$ cat src/rtl/rtmu_pkg.sv
// ----------------------------------------------------------------------------
// rtmu_pkg
// Shared types and constants for the route table metric update unit.
// ----------------------------------------------------------------------------
package rtmu_pkg;

  localparam logic [15:0] EMPTY_ADDR      = 16'hffff;
  localparam logic [15:0] THRESHOLD_RESET = 16'd3000;

  // item kind carried on in_tuser
  localparam logic CMD_UPDATE = 1'b0;
  localparam logic CMD_LOOKUP = 1'b1;

  typedef enum logic [2:0] {
    ST_REFRESHED = 3'd0,
    ST_RAISED    = 3'd1,
    ST_REPLACED  = 3'd2,
    ST_UNCHANGED = 3'd3,
    ST_INSERTED  = 3'd4,
    ST_FULL      = 3'd5,
    ST_LOOKUP    = 3'd6
  } status_t;

  typedef struct packed {
    logic        cmd;
    logic [15:0] dest_addr;
    logic [15:0] source_addr;
    logic [15:0] battery_level;
    logic [15:0] signal_strength;
  } rtmu_req_t;

  typedef struct packed {
    status_t     status;
    logic        hit;
    logic [15:0] next_hop;
  } rtmu_rsp_t;

endpackage

$ cat src/rtl/route_table_metric_update_unit.sv
// ----------------------------------------------------------------------------
// route_table_metric_update_unit
// Small routing table updated by route replies and queried by lookups.
// ----------------------------------------------------------------------------
//  channel  | ports                      | contents
//  ---------+----------------------------+----------------------------------
//  input    | in_tvalid/in_tready        | tuser: cmd; tdata: dest, src,
//           | in_tdata[63:0], in_tuser   |   battery, rssi
//  result   | out_tvalid/out_tready      | tuser: status, hit; tdata: hop
//  config   | cfg_wr_en, cfg_wr_data     | battery threshold
//
// One item per cycle while the result is not stalled; an item that is taken
// passes the input register, then the result register, before it can leave.
// The table write and the result register load happen at the same edge, so
// the next item sees the update.
// A stalled result holds the result register and, behind it, the input one.
// Reset (synchronous, rst_n low) empties the table and sets threshold 3000.
// ----------------------------------------------------------------------------
module route_table_metric_update_unit
  import rtmu_pkg::*;
#(
  parameter int TABLE_ENTRIES = 4
) (
  input  logic        clk,
  input  logic        rst_n,
  input  logic        in_tvalid,
  output logic        in_tready,
  input  logic [63:0] in_tdata,   // dest_addr, source_addr, battery_level, signal_strength
  input  logic [0:0]  in_tuser,   // cmd
  output logic        out_tvalid,
  input  logic        out_tready,
  output logic [15:0] out_tdata,  // next_hop
  output logic [3:0]  out_tuser,  // status[2:0], hit
  input  logic        cfg_wr_en,
  input  logic [15:0] cfg_wr_data
);

  logic        s1_v_r;
  rtmu_req_t   s1_req_r;
  logic        out_v_r;
  rtmu_rsp_t   out_rsp_r;
  logic [15:0] thresh_r;
  rtmu_rsp_t   rsp;
  logic        adv;
  logic        s1_take;

  assign adv       = !out_v_r || out_tready;
  assign s1_take   = s1_v_r && adv;
  assign in_tready = !s1_v_r || adv;

  // threshold register
  always_ff @(posedge clk) begin
    if (!rst_n) begin
      thresh_r <= THRESHOLD_RESET;
    end else if (cfg_wr_en) begin
      thresh_r <= cfg_wr_data;
    end
  end

  // input register
  always_ff @(posedge clk) begin
    if (!rst_n) begin
      s1_v_r <= 1'b0;
    end else if (in_tready) begin
      s1_v_r <= in_tvalid;
    end
  end

  always_ff @(posedge clk) begin
    if (in_tready && in_tvalid) begin
      s1_req_r <= '{cmd:             in_tuser[0],
                    dest_addr:       in_tdata[15:0],
                    source_addr:     in_tdata[31:16],
                    battery_level:   in_tdata[47:32],
                    signal_strength: in_tdata[63:48]};
    end
  end

  rtmu_table #(
    .TABLE_ENTRIES (TABLE_ENTRIES)
  ) u_table (
    .clk       (clk),
    .rst_n     (rst_n),
    .step_en   (s1_take),
    .req       (s1_req_r),
    .threshold (thresh_r),
    .rsp       (rsp)
  );

  // result register
  always_ff @(posedge clk) begin
    if (!rst_n) begin
      out_v_r <= 1'b0;
    end else if (adv) begin
      out_v_r <= s1_v_r;
    end
  end

  always_ff @(posedge clk) begin
    if (s1_take) begin
      out_rsp_r <= rsp;
    end
  end

  assign out_tvalid = out_v_r;
  assign out_tdata  = out_rsp_r.next_hop;
  assign out_tuser  = {out_rsp_r.hit, out_rsp_r.status};

endmodule

$ cat src/rtl/rtmu_table.sv
// ----------------------------------------------------------------------------
// rtmu_table
// Route table storage plus the single-pass match, decide and write logic.
// The response is combinational from the registered request and the table.
// ----------------------------------------------------------------------------
module rtmu_table
  import rtmu_pkg::*;
#(
  parameter int TABLE_ENTRIES = 4
) (
  input  logic        clk,
  input  logic        rst_n,
  input  logic        step_en,
  input  rtmu_req_t   req,
  input  logic [15:0] threshold,
  output rtmu_rsp_t   rsp
);

  localparam int IDX_W = (TABLE_ENTRIES > 1) ? $clog2(TABLE_ENTRIES) : 1;

  logic [15:0] dest_r [TABLE_ENTRIES];
  logic [15:0] hop_r  [TABLE_ENTRIES];
  logic [15:0] batt_r [TABLE_ENTRIES];
  logic [15:0] rssi_r [TABLE_ENTRIES];

  logic             m_found;
  logic [IDX_W-1:0] m_idx;
  logic             f_found;
  logic [IDX_W-1:0] f_idx;
  logic [15:0]      m_hop;
  logic [15:0]      m_batt;
  logic [15:0]      m_rssi;

  logic             wr_en;
  logic             wr_dest;
  logic             wr_hop;
  logic [IDX_W-1:0] wr_idx;

  // lowest matching entry and lowest free entry
  always_comb begin
    m_found = 1'b0;
    m_idx   = '0;
    f_found = 1'b0;
    f_idx   = '0;
    for (int k = 0; k < TABLE_ENTRIES; k++) begin
      if (!m_found && (req.dest_addr != EMPTY_ADDR) && (dest_r[k] == req.dest_addr)) begin
        m_found = 1'b1;
        m_idx   = IDX_W'(k);
      end
      if (!f_found && (dest_r[k] == EMPTY_ADDR)) begin
        f_found = 1'b1;
        f_idx   = IDX_W'(k);
      end
    end
  end

  assign m_hop  = hop_r[m_idx];
  assign m_batt = batt_r[m_idx];
  assign m_rssi = rssi_r[m_idx];

  // decision
  always_comb begin
    rsp      = '{status: ST_UNCHANGED, hit: 1'b0, next_hop: EMPTY_ADDR};
    wr_en    = 1'b0;
    wr_dest  = 1'b0;
    wr_hop   = 1'b0;
    wr_idx   = m_idx;
    priority if (req.cmd == CMD_LOOKUP) begin
      rsp.status = ST_LOOKUP;
      if (m_found) begin
        rsp.hit      = 1'b1;
        rsp.next_hop = m_hop;
      end
    end else if (req.dest_addr == EMPTY_ADDR) begin
      rsp.status = ST_UNCHANGED;
    end else if (m_found) begin
      rsp.hit      = 1'b1;
      rsp.next_hop = m_hop;
      priority if (m_hop == req.source_addr) begin
        rsp.status = ST_REFRESHED;
        wr_en      = 1'b1;
      end else if (req.battery_level > threshold) begin
        priority if (req.signal_strength > m_rssi) begin
          rsp.status = ST_RAISED;
          wr_en      = 1'b1;
        end else if (req.battery_level > m_batt) begin
          rsp.status   = ST_REPLACED;
          rsp.next_hop = req.source_addr;
          wr_en        = 1'b1;
          wr_hop       = 1'b1;
        end else begin
          rsp.status = ST_UNCHANGED;
        end
      end else begin
        rsp.status = ST_UNCHANGED;
      end
    end else if (f_found) begin
      rsp.status   = ST_INSERTED;
      rsp.next_hop = req.source_addr;
      wr_en        = 1'b1;
      wr_dest      = 1'b1;
      wr_hop       = 1'b1;
      wr_idx       = f_idx;
    end else begin
      rsp.status = ST_FULL;
    end
  end

  // table write, one entry per item
  always_ff @(posedge clk) begin
    if (!rst_n) begin
      for (int k = 0; k < TABLE_ENTRIES; k++) begin
        dest_r[k] <= EMPTY_ADDR;
        hop_r[k]  <= EMPTY_ADDR;
        batt_r[k] <= '0;
        rssi_r[k] <= '0;
      end
    end else if (step_en && wr_en) begin
      batt_r[wr_idx] <= req.battery_level;
      rssi_r[wr_idx] <= req.signal_strength;
      if (wr_dest) begin
        dest_r[wr_idx] <= req.dest_addr;
      end
      if (wr_hop) begin
        hop_r[wr_idx] <= req.source_addr;
      end
    end
  end

endmodule

$ cat config.mk
export PLATFORM = sky130hd
export DESIGN_NAME = route_table_metric_update_unit
export DESIGN_NICKNAME = d
export VERILOG_FILES = /design/src/rtl/rtmu_pkg.sv /design/src/rtl/route_table_metric_update_unit.sv /design/src/rtl/rtmu_table.sv
export SDC_FILE = /design/constraint.sdc
export NUM_CORES = 1
export LEC_CHECK = 0
export CAP_MARGIN = 10
export CORE_ASPECT_RATIO = 1.5
export CORE_MARGIN = 2
export CORE_UTILIZATION = 40
export CTS_CLUSTER_DIAMETER = 120
export DETAILED_ROUTE_END_ITERATION = 8
export DONT_BUFFER_PORTS = 1
export HOLD_SLACK_MARGIN = 0.05
export PLACE_DENSITY = 0.64
export SYNTH_ARGS = -nofsm -noshare
export SYNTH_HDL_FRONTEND = slang
export SYNTH_SLANG_ARGS = --single-unit
$ cat constraint.sdc
create_clock -name clk -period 7.1 [get_ports clk]
set_input_delay 1.775 -clock clk [delete_from_list [all_inputs] [get_ports clk]]
set_output_delay 1.775 -clock clk [all_outputs]
set_load 0.005 [all_outputs]
==> results of run 1 <==
[power breakdown]
part	switching [W]	total, W	internal, W
logic	0.000153	0.000246	0.0000933
clock network	0.000805	0.00184	0.00103
registers	0.0000580	0.00245	0.00239
total	0.00102	0.00453	0.00351
[cells by family (layout without fill, tap and decap cells)]
logic type	count (synthesis)	count (layout)
xor gates and xnor gates	70	70
buffers and inverters	112	136
adders and majority gates	48	48
DFF	359	359
muxes	28	28
and+or+nand+nor	646	646
AOI/OAI and AO/OA	178	178
[sequential cells by signal (all words and copies together), names as in the netlist]
| name | flops |
|---|---|
| s1_req_r | 65 |
| s1_v_r | 1 |
| u_table.batt_r | 64 |
| u_table.rssi_r | 64 |
| u_table.dest_r | 64 |
| out_tdata | 16 |
| u_table.hop_r | 64 |
| out_tvalid | 1 |
| thresh_r | 16 |
| out_tuser | 4 |
[worst max-delay path, delay by kind of cell (launching register included)]
kind	cells	cell delay, ns
buffers and inverters	2	0.73
and+or+nand+nor	8	2.47
xor gates and xnor gates	1	0.24
adders and majority gates	1	0.18
DFF	1	0.56
AOI/OAI and AO/OA	9	2.00
[stage by stage]
step           setup slack [ns]  area, um^2  hold WS [ns]
4_1_cts                   0.314       19100         0.495
5_1_grt                  0.0405       19200         0.513
2_1_floorplan             0.244       17300         0.459
6_report                  0.460       19200         0.491
3_5_place_dp              0.336       18000         0.484
3_3_place_gp              0.569       18000         0.474
[final cells by class]
class	count	area, um^2	share of cell area, %
clock buffers	44	995	5.19
repair buffers	41	353	1.84
well taps	570	713	3.72
inverters	33	124	0.646
multi-input cells	970	6260	32.7
flip-flops and latches	359	10600	55.3
clock inverters	18	114	0.594
[routing by layer]
metal	GRT usage (%)	wire length (um)	vias to the layer above
met2	34.3	22200	297
li1	-	-	5191
met1	21.3	16200	5390
met5	0	0	-
met3	3.13	1970	102
met4	8.96	1810	0
[how the worst min path moves through the flow]
stage,depth (start not counted),to
3_3_place_gp,2,thresh_r[8]$_SDFFE_PN1P_
3_5_place_dp,2,thresh_r[11]$_SDFFE_PN1P_
4_1_cts,2,thresh_r[11]$_SDFFE_PN1P_
2_1_floorplan,2,thresh_r[11]$_SDFFE_PN1P_
6_report,2,thresh_r[11]$_SDFFE_PN1P_
5_1_grt,2,thresh_r[7]$_SDFFE_PN1P_
[cells in the mapped netlist, types with 19 or more instances]
master | count | area, um^2
and2_1 | 123 | 769
clkbuf_1 | 44 | 165
edfxtp_1 | 341 | 10200
ha_1 | 48 | 601
inv_1 | 28 | 105
mux2i_1 | 21 | 210
nand2_1 | 238 | 893
nand2b_1 | 55 | 344
nand3_1 | 50 | 250
nand4_1 | 34 | 213
nor2_1 | 20 | 75.1
nor2b_1 | 19 | 119
o21ai_0 | 62 | 310
xnor2_1 | 20 | 175
xor2_1 | 50 | 438
==> results.sh, run 1 <==
export IMPL_status="finished clean"
export IMPL_drt_wl_total_um=42100
export IMPL_yosys_warnings=0
export IMPL_cp_cell_sequence="xor2_1 > nor4_2 > nand4_2 > a211oi_2 > nand2_2 > buf_4 > and3_1 > a31oi_1 > ha_1 > nor2b_1 > o21a_1 > o21a_1 > o21ai_0 > a21oi_1 > o21ai_0 > a31oi_1 > nand2b_1 > a221oi_4 > buf_4 > nor3_4 > nand2b_1"
export IMPL_synth_ff_type="edfxtp_1"
export IMPL_io_pin_count=108
export IMPL_cts_hold_buffers_added=0
export IMPL_die_x_um=174
export IMPL_leakage_nw=6.57
export IMPL_synth_top_family_by_area="simple AND/OR/NAND/NOR gates"
export IMPL_synthesis_area_um2=17300
export IMPL_period_share_pct=93.5
export IMPL_dp_cells=1972
export IMPL_cp_endpoint="u_table.dest_r[0][8]$_SDFFCE_PN1P_"
export IMPL_rr_startpoint="s1_req_r[61]$_DFFE_PP_"
export IMPL_r2r_end="u_table.dest_r[0][8]$_SDFFCE_PN1P_"
export IMPL_synth_compound_area_share_pct=7.32
export IMPL_tightestPinTransition_ns=1.03
export IMPL_layout_commonest_cell="edfxtp_1"
export IMPL_arrival_ns=6.76
export IMPL_cts_htree_levels=2
export IMPL_core_um2=42800
export IMPL_drv_cap=0
export IMPL_final_core_util_pct=44.7
export IMPL_die_h_um=259
export IMPL_drt_iter0_drc=795
export IMPL_cts_tree="done"
export IMPL_cts_buffers_inserted=36
export IMPL_fmax_ghz=0.151
export IMPL_overflow=0
export IMPL_start_util_pct=40.4
export IMPL_finalCriticalPeriod_ns=6.64
export IMPL_p_per_area_nw_per_um2=236
export IMPL_post_cts_resized=0
export IMPL_synth_net_count=1575
export IMPL_n_fill_cell=3995
export IMPL_finalPower_w=0.00453
export IMPL_rsz0062_at_grt="false"
export IMPL_r2r_worst_path_cells=21
export IMPL_min_path_type="flip-flop to flip-flop"
export IMPL_end_kind="flip-flop"
export IMPL_avgSynthCellArea_um2=12.0
export IMPL_grt_pass1_wl_um=65200
export IMPL_cts_sinks=359
export IMPL_hold_violations=0
export IMPL_setup_violations=0
export IMPL_via_per_inst=5.40
export IMPL_cpPeakStageDelay_ns=0.70
export IMPL_via_count=11000
export IMPL_synth_edf_count=341
export IMPL_postCtsSetupBuffers=0
export IMPL_min_from="thresh_r[11]$_SDFFE_PN1P_"
export IMPL_area_growth_synth_to_final_pct=10.7
export IMPL_async_flop_share_pct=0
export IMPL_synth_seq_area_share_pct=61.2
export IMPL_drive_above_1_share_pct=10.2
export IMPL_port_buffers=0
export IMPL_ys_ff_latch=359
export IMPL_synth_xor_area_share_pct=3.54
export IMPL_layout_common_cells="341 x edfxtp_1, 238 x nand2_1, 122 x and2_1"
export IMPL_place_hpwl_um=28500
export IMPL_final_max_slew_violation_count=0
export IMPL_antenna_found_initial=0
export IMPL_finClkSkew_ns=0.0136
export IMPL_stdcell_count=2035
export IMPL_synth_distinct_cells=70
export IMPL_num_antenna_cells=0
export IMPL_syn_inst=1441
export IMPL_synthAdderAreaFrac_pct=3.47
export IMPL_finalNetCount=1575
export IMPL_routedWlPerCell_um=20.7
export IMPL_fin_setup_tns_ns=0
export IMPL_slowest_stage="a211oi_2"
export IMPL_synth_mux_area_share_pct=1.76
export IMPL_fp_row_count=93
export IMPL_crit_path_start_kind="flip-flop"
export IMPL_cts_buffer_depth=3
export IMPL_slew_headroom_pct=30.5
export IMPL_drt_pass1_iter_count=5
export IMPL_grt_max_degree=66
export IMPL_grt_usage_pct=18.8
export IMPL_drc=0
export IMPL_grt_pass1_vias=11300
export IMPL_startpoint="s1_req_r[61]$_DFFE_PP_"
export IMPL_final_antenna_net_count=0
export IMPL_required_ns=7.22
export IMPL_place_gp_congestion=0.899
export IMPL_yosys_area_share_simple_pct=19.7
export IMPL_vdd_drop_max_uv=136
export IMPL_clkTransAtPathRegs_ns=0.06
export IMPL_clockRootBuffer="clkbuf_16"
export IMPL_critical_path_class="flip-flop to flip-flop"
export IMPL_r2r_setup_slack_ns=0.46
export IMPL_crit_path_max_fanout=34
export IMPL_clkLatencyLatePin_ns=0.54
export IMPL_dieArea_um2=45000
Power figures use the tool's default switching activity.
==> run 2, diff against run 1 <==
Settings changed: REMOVE_ABC_BUFFERS set to 1.
==> run 2 against run 1 <==
Compared with the run above: flip-flop and latch count unchanged; first-iteration DRC count is 14% higher; highest routed layer is now met5; combinational power is 2% higher; register-to-register slack got worse by 0.02 ns.
==> results.sh, run 2 (synthesis results as in run 1) <==
export IMPL_status="finished clean"
export IMPL_rsz0062_at_grt="false"
export IMPL_die_h_um=259
export IMPL_antenna_found_initial=2
export IMPL_dp_cells=1975
export IMPL_crit_path_max_fanout=32
export IMPL_min_path_type="flip-flop to flip-flop"
export IMPL_clockRootBuffer="clkbuf_16"
export IMPL_slowest_stage="nand2b_1"
export IMPL_dieArea_um2=45000
export IMPL_finClkSkew_ns=0.0345
export IMPL_vdd_drop_max_uv=180
export IMPL_fp_row_count=93
export IMPL_grt_max_degree=66
export IMPL_fmax_ghz=0.150
export IMPL_cp_cell_sequence="xor2_1 > nor4_1 > nand4_1 > a211o_1 > nor2_4 > buf_4 > nand2_1 > nand3_1 > o21ai_0 > ha_1 > nor2b_1 > o21a_1 > o21ai_0 > nand2b_1 > a21oi_1 > o21a_1 > o221ai_1 > o41ai_1 > nand2b_1 > a221oi_4 > nor3_4 > nand2b_1"
export IMPL_via_per_inst=5.42
export IMPL_clkLatencyLatePin_ns=0.54
export IMPL_place_hpwl_um=28600
export IMPL_die_x_um=174
export IMPL_cts_buffers_inserted=38
export IMPL_cts_sinks=359
export IMPL_final_antenna_net_count=0
export IMPL_cpPeakStageDelay_ns=0.69
export IMPL_required_ns=7.24
export IMPL_place_area_um2=18000
export IMPL_dp_slack_ns=0.517
export IMPL_cts_tree="done"
export IMPL_slew_headroom_pct=32.4
export IMPL_area_growth_synth_to_final_pct=11.1
export IMPL_cp_num_buf_inv=1
export IMPL_postCtsSetupBuffers=0
export IMPL_layout_commonest_cell="edfxtp_1"
export IMPL_cp_common_cell="nand2b_1"
export IMPL_drive_above_1_share_pct=10.7
export IMPL_drc=0
export IMPL_critical_path_class="flip-flop to flip-flop"
export IMPL_port_buffers=0
export IMPL_place_gp_congestion=0.953
export IMPL_drt_wl_total_um=43400
export IMPL_p_per_area_nw_per_um2=242
export IMPL_drv_cap=0
export IMPL_drt_iter0_drc=906
export IMPL_leakage_nw=6.62
export IMPL_r2r_setup_slack_ns=0.44
export IMPL_cts_buffer_depth=3
export IMPL_n_fill_cell=3999
export IMPL_finalCriticalPeriod_ns=6.66
export IMPL_final_max_slew_violation_count=0
export IMPL_setup_violations=0
export IMPL_hold_violations=0
export IMPL_core_um2=42800
export IMPL_grt_pass1_vias=11500
export IMPL_postLayoutCellArea_um2=19200
export IMPL_finalPower_w=0.00466
export IMPL_routedWlPerCell_um=21.2
export IMPL_grt_pass1_wl_um=66100
export IMPL_overflow=0
export IMPL_crit_path_start_kind="flip-flop"
export IMPL_drt_pass1_iter_count=5
export IMPL_cts_htree_levels=2
export IMPL_start_util_pct=40.4
export IMPL_layout_common_cells="341 x edfxtp_1, 238 x nand2_1, 122 x and2_1"
export IMPL_finalNetCount=1579
export IMPL_top_register="s1_req_r"
export IMPL_arrival_ns=6.81
export IMPL_largest_register_ffs=65
export IMPL_grt_usage_pct=19.1
export IMPL_post_cts_resized=0
export IMPL_end_kind="flip-flop"
export IMPL_tightestPinTransition_ns=1.01
export IMPL_stdcell_count=2044
export IMPL_cts_hold_buffers_added=0
export IMPL_io_pin_count=108
export IMPL_fin_setup_tns_ns=0
export IMPL_path_delay_family="simple AND/OR/NAND/NOR gates"
export IMPL_via_count=11100
export IMPL_period_share_pct=93.8
export IMPL_clkTransAtPathRegs_ns=0.06
export IMPL_setup_slack_ns=0.439
-- run 2: changes by cell type in the layout (fill, tap and decap cells not counted), sizes merged --
| cell | previous run | this run |
|---|---|---|
| diode | 0 | 1 |
| clkbuf | 44 | 47 |
| clkinvlp | 3 | 1 |
| clkinv | 18 | 20 |
| bufinv | 1 | 4 |
| buf | 41 | 43 |
-- run 2: power breakdown --
part,total [W],internal [W],switching (W)
clock,0.00196,0.00115,0.000811
sequential,0.00245,0.00239,0.0000585
combinational,0.000250,0.0000933,0.000157
total,0.00466,0.00364,0.00103
-- run 2: path summary, 6_finish.rpt --
kind / startpoint / to / cells after the start
worst max register to register: s1_req_r[51]$_DFFE_PP_ / u_table.dest_r[0][6]$_SDFFCE_PN1P_ / 22
worst min register to register: thresh_r[8]$_SDFFE_PN1P_ / thresh_r[8]$_SDFFE_PN1P_ / 2
worst max-delay path: s1_req_r[51]$_DFFE_PP_ / u_table.dest_r[0][6]$_SDFFCE_PN1P_ / 22
worst min-delay path: thresh_r[8]$_SDFFE_PN1P_ / thresh_r[8]$_SDFFE_PN1P_ / 2
-- run 2: metal layers --
| layer | part of all wire (%) | vias to the layer above | wire length (um) | track usage, % |
|---|---|---|---|---|
| li1 | - | 5198 | - | - |
| met1 | 39 | 5478 | 17000 | 22.1 |
| met2 | 53 | 310 | 22800 | 35.1 |
| met3 | 4.3 | 89 | 1870 | 2.82 |
| met4 | 3.8 | 2 | 1660 | 8.03 |
| met5 | 0.030 | - | 13 | 0 |
-- run 2: worst min-delay path: stages, from the launching register on --
cell and delay (ns):
dfxtp_1 0.30, inv_1 0.06, o211ai_1 0.08
-- run 2: final cells by class --
class                      count  area, um^2  area share, %
sequential                   359       10600           55.1
multi-input combinational    970        6270           32.6
clock buffer                  47        1010           5.23
tap                          570         713           3.71
timing repair buffer          43         323           1.68
clock inverter                21         203           1.05
inverter                      33         124          0.644
antenna                        1        2.50         0.0130
-- run 2: metrics by stage --
step                util, %  hold WS, ns
floorplan                 -        0.459
global placement       42.1        0.475
detailed placement     42.1        0.479
CTS                    44.9        0.491
global route           44.9        0.532
finish                 44.9        0.489
==> run 3, diff against run 2 <==
Settings changed: MAX_ROUTING_LAYER set to met4.
==> run 3 against run 2 <==
Compared with the run above: global-route usage increased by 0.67 points; clock power decreased by 5%; critical path depth decreased by 8; sequential share of layout area increased by 0.15 points; total power decreased by 2.0%; non-clock buffer count decreased by 2; final cell count about the same; first-iteration DRC count increased by 16%; critical endpoint is now u_table.dest_r[0][11]$_SDFFCE_PN1P_; largest power group unchanged.
==> results.sh, run 3 (synthesis results as in run 1) <==
export IMPL_cts_hold_buffers_added=0
export IMPL_seqCellArea_um2=10600
export IMPL_place_area_um2=18000
export IMPL_cts_buffers_inserted=38
export IMPL_crit_path_start_kind="flip-flop"
export IMPL_place_gp_congestion=0.939
export IMPL_drt_iter0_drc=1047
export IMPL_required_ns=7.22
export IMPL_setup_violations=0
export IMPL_final_antenna_net_count=0
export IMPL_status="finished clean"
export IMPL_postLayoutCellArea_um2=19200
export IMPL_place_hpwl_um=28700
export IMPL_cts_sinks=359
export IMPL_post_cts_resized=0
export IMPL_dr_wl_met2_um=23200
export IMPL_via_count=11200
export IMPL_timing_hold_ws_ns=0.489
export IMPL_slew_headroom_pct=24.1
export IMPL_clkLatencyLatePin_ns=0.55
export IMPL_core_um2=42800
export IMPL_dp_cells=1973
export IMPL_multi_input_area_um2=6280
export IMPL_dieArea_um2=45000
export IMPL_fmax_ghz=0.154
export IMPL_final_max_slew_violation_count=0
export IMPL_postCtsSetupBuffers=0
export IMPL_die_x_um=174
export IMPL_die_h_um=259
export IMPL_layout_common_cells="341 x edfxtp_1, 238 x nand2_1, 122 x and2_1"
export IMPL_cts_tree="done"
export IMPL_leakage_nw=6.58
export IMPL_drv_cap=0
export IMPL_grt_pass1_wl_um=66000
export IMPL_antenna_found_initial=0
export IMPL_p_per_area_nw_per_um2=238
export IMPL_rsz0062_at_grt="false"
export IMPL_top_register="s1_req_r"
export IMPL_num_antenna_cells=0
export IMPL_crit_path_max_fanout=21
export IMPL_layout_commonest_cell="edfxtp_1"
export IMPL_n_fill_cell=3999
export IMPL_area_growth_synth_to_final_pct=10.8
export IMPL_cp_cell_sequence="nand4_1 > nor4_1 > nor4_2 > nor2_2 > nand3_1 > o21ai_0 > ha_1 > nand4_1 > or2_2 > o41ai_1 > nand2b_1 > a221oi_4 > nor3_4 > nand2b_1"
export IMPL_end_kind="flip-flop"
export IMPL_finalCriticalPeriod_ns=6.51
export IMPL_clkTransAtPathRegs_ns=0.06
export IMPL_hold_violations=0
export IMPL_grt_max_degree=66
export IMPL_min_path_type="flip-flop to flip-flop"
export IMPL_clockRootBuffer="clkbuf_16"
export IMPL_arrival_ns=6.63
export IMPL_drc=0
export IMPL_cpPeakStageDelay_ns=0.99
export IMPL_largest_register_ffs=65
export IMPL_routedWlPerCell_um=21.4
export IMPL_critical_path_class="flip-flop to flip-flop"
export IMPL_grt_usage_pct=19.8
export IMPL_drt_wl_total_um=43800
export IMPL_dp_slack_ns=0.517
export IMPL_setup_slack_ns=0.588
export IMPL_cts_htree_levels=2
export IMPL_tightestPinTransition_ns=1.13
export IMPL_grt_pass1_vias=11400
export IMPL_met1_length_um=16800
export IMPL_period_share_pct=91.7
export IMPL_overflow=0
export IMPL_highest_layer="met4"
export IMPL_drive_above_1_share_pct=10.6
export IMPL_via_per_inst=5.46
export IMPL_port_buffers=0
export IMPL_io_pin_count=108
export IMPL_start_util_pct=40.4
export IMPL_cts_buffer_depth=3
export IMPL_finClkSkew_ns=0.0264
export IMPL_wl_met3_um=2140
export IMPL_fp_row_count=93
export IMPL_slowest_stage="nor4_1"
export IMPL_finalNetCount=1579
export IMPL_stdcell_count=2043
export IMPL_vdd_drop_max_uv=180
export IMPL_finalPower_w=0.00457
export IMPL_drt_pass1_iter_count=6
run 3: path summary, 6_finish.rpt:
check,cells past startpoint,slack (ns),start,end
worst min register to register,2,0.49,thresh_r[9]$_SDFFE_PN1P_,thresh_r[9]$_SDFFE_PN1P_
worst max-delay path,14,0.59,s1_req_r[52]$_DFFE_PP_,u_table.dest_r[0][11]$_SDFFCE_PN1P_
worst min-delay path,2,0.49,thresh_r[9]$_SDFFE_PN1P_,thresh_r[9]$_SDFFE_PN1P_
worst max register to register,14,0.59,s1_req_r[52]$_DFFE_PP_,u_table.dest_r[0][11]$_SDFFCE_PN1P_
run 3: where the power goes:
group | switching [W] | internal (W)
registers | 0.0000557 | 0.00239
logic | 0.000158 | 0.0000932
clock network | 0.000813 | 0.00106
total | 0.00103 | 0.00354
run 3: cell type report:
cell class / instances / share of cell area, %
Clock buffer: 44 / 5.07
Inverter: 33 / 0.646
Clock inverter: 24 / 0.939
Tap cell: 570 / 3.72
Multi-Input combinational cell: 972 / 32.8
Sequential cell: 359 / 55.3
Timing Repair Buffer: 41 / 1.60
run 3: metal layers:
layer | GRT usage (%) | up-vias
li1 | - | 5205
met4 | 7.87 | 0
met2 | 35.5 | 367
met3 | 2.58 | 102
met5 | - | -
met1 | 22.3 | 5485
run 3: worst max-delay path: cells and delay by family, from the launching register on:
family / cells / cell delay [ns]
compound gates: 3 / 1.33
fa+ha+maj: 1 / 0.18
flops: 1 / 0.59
simple gates: 10 / 3.98
run 3: per-stage QoR:
stage / setup TNS [ns] / util (%)
floorplan: -164.13 / -
global placement: 0 / 42.1
detailed placement: 0 / 42.1
CTS: 0 / 44.8
global route: 0 / 44.8
finish: 0 / 44.8
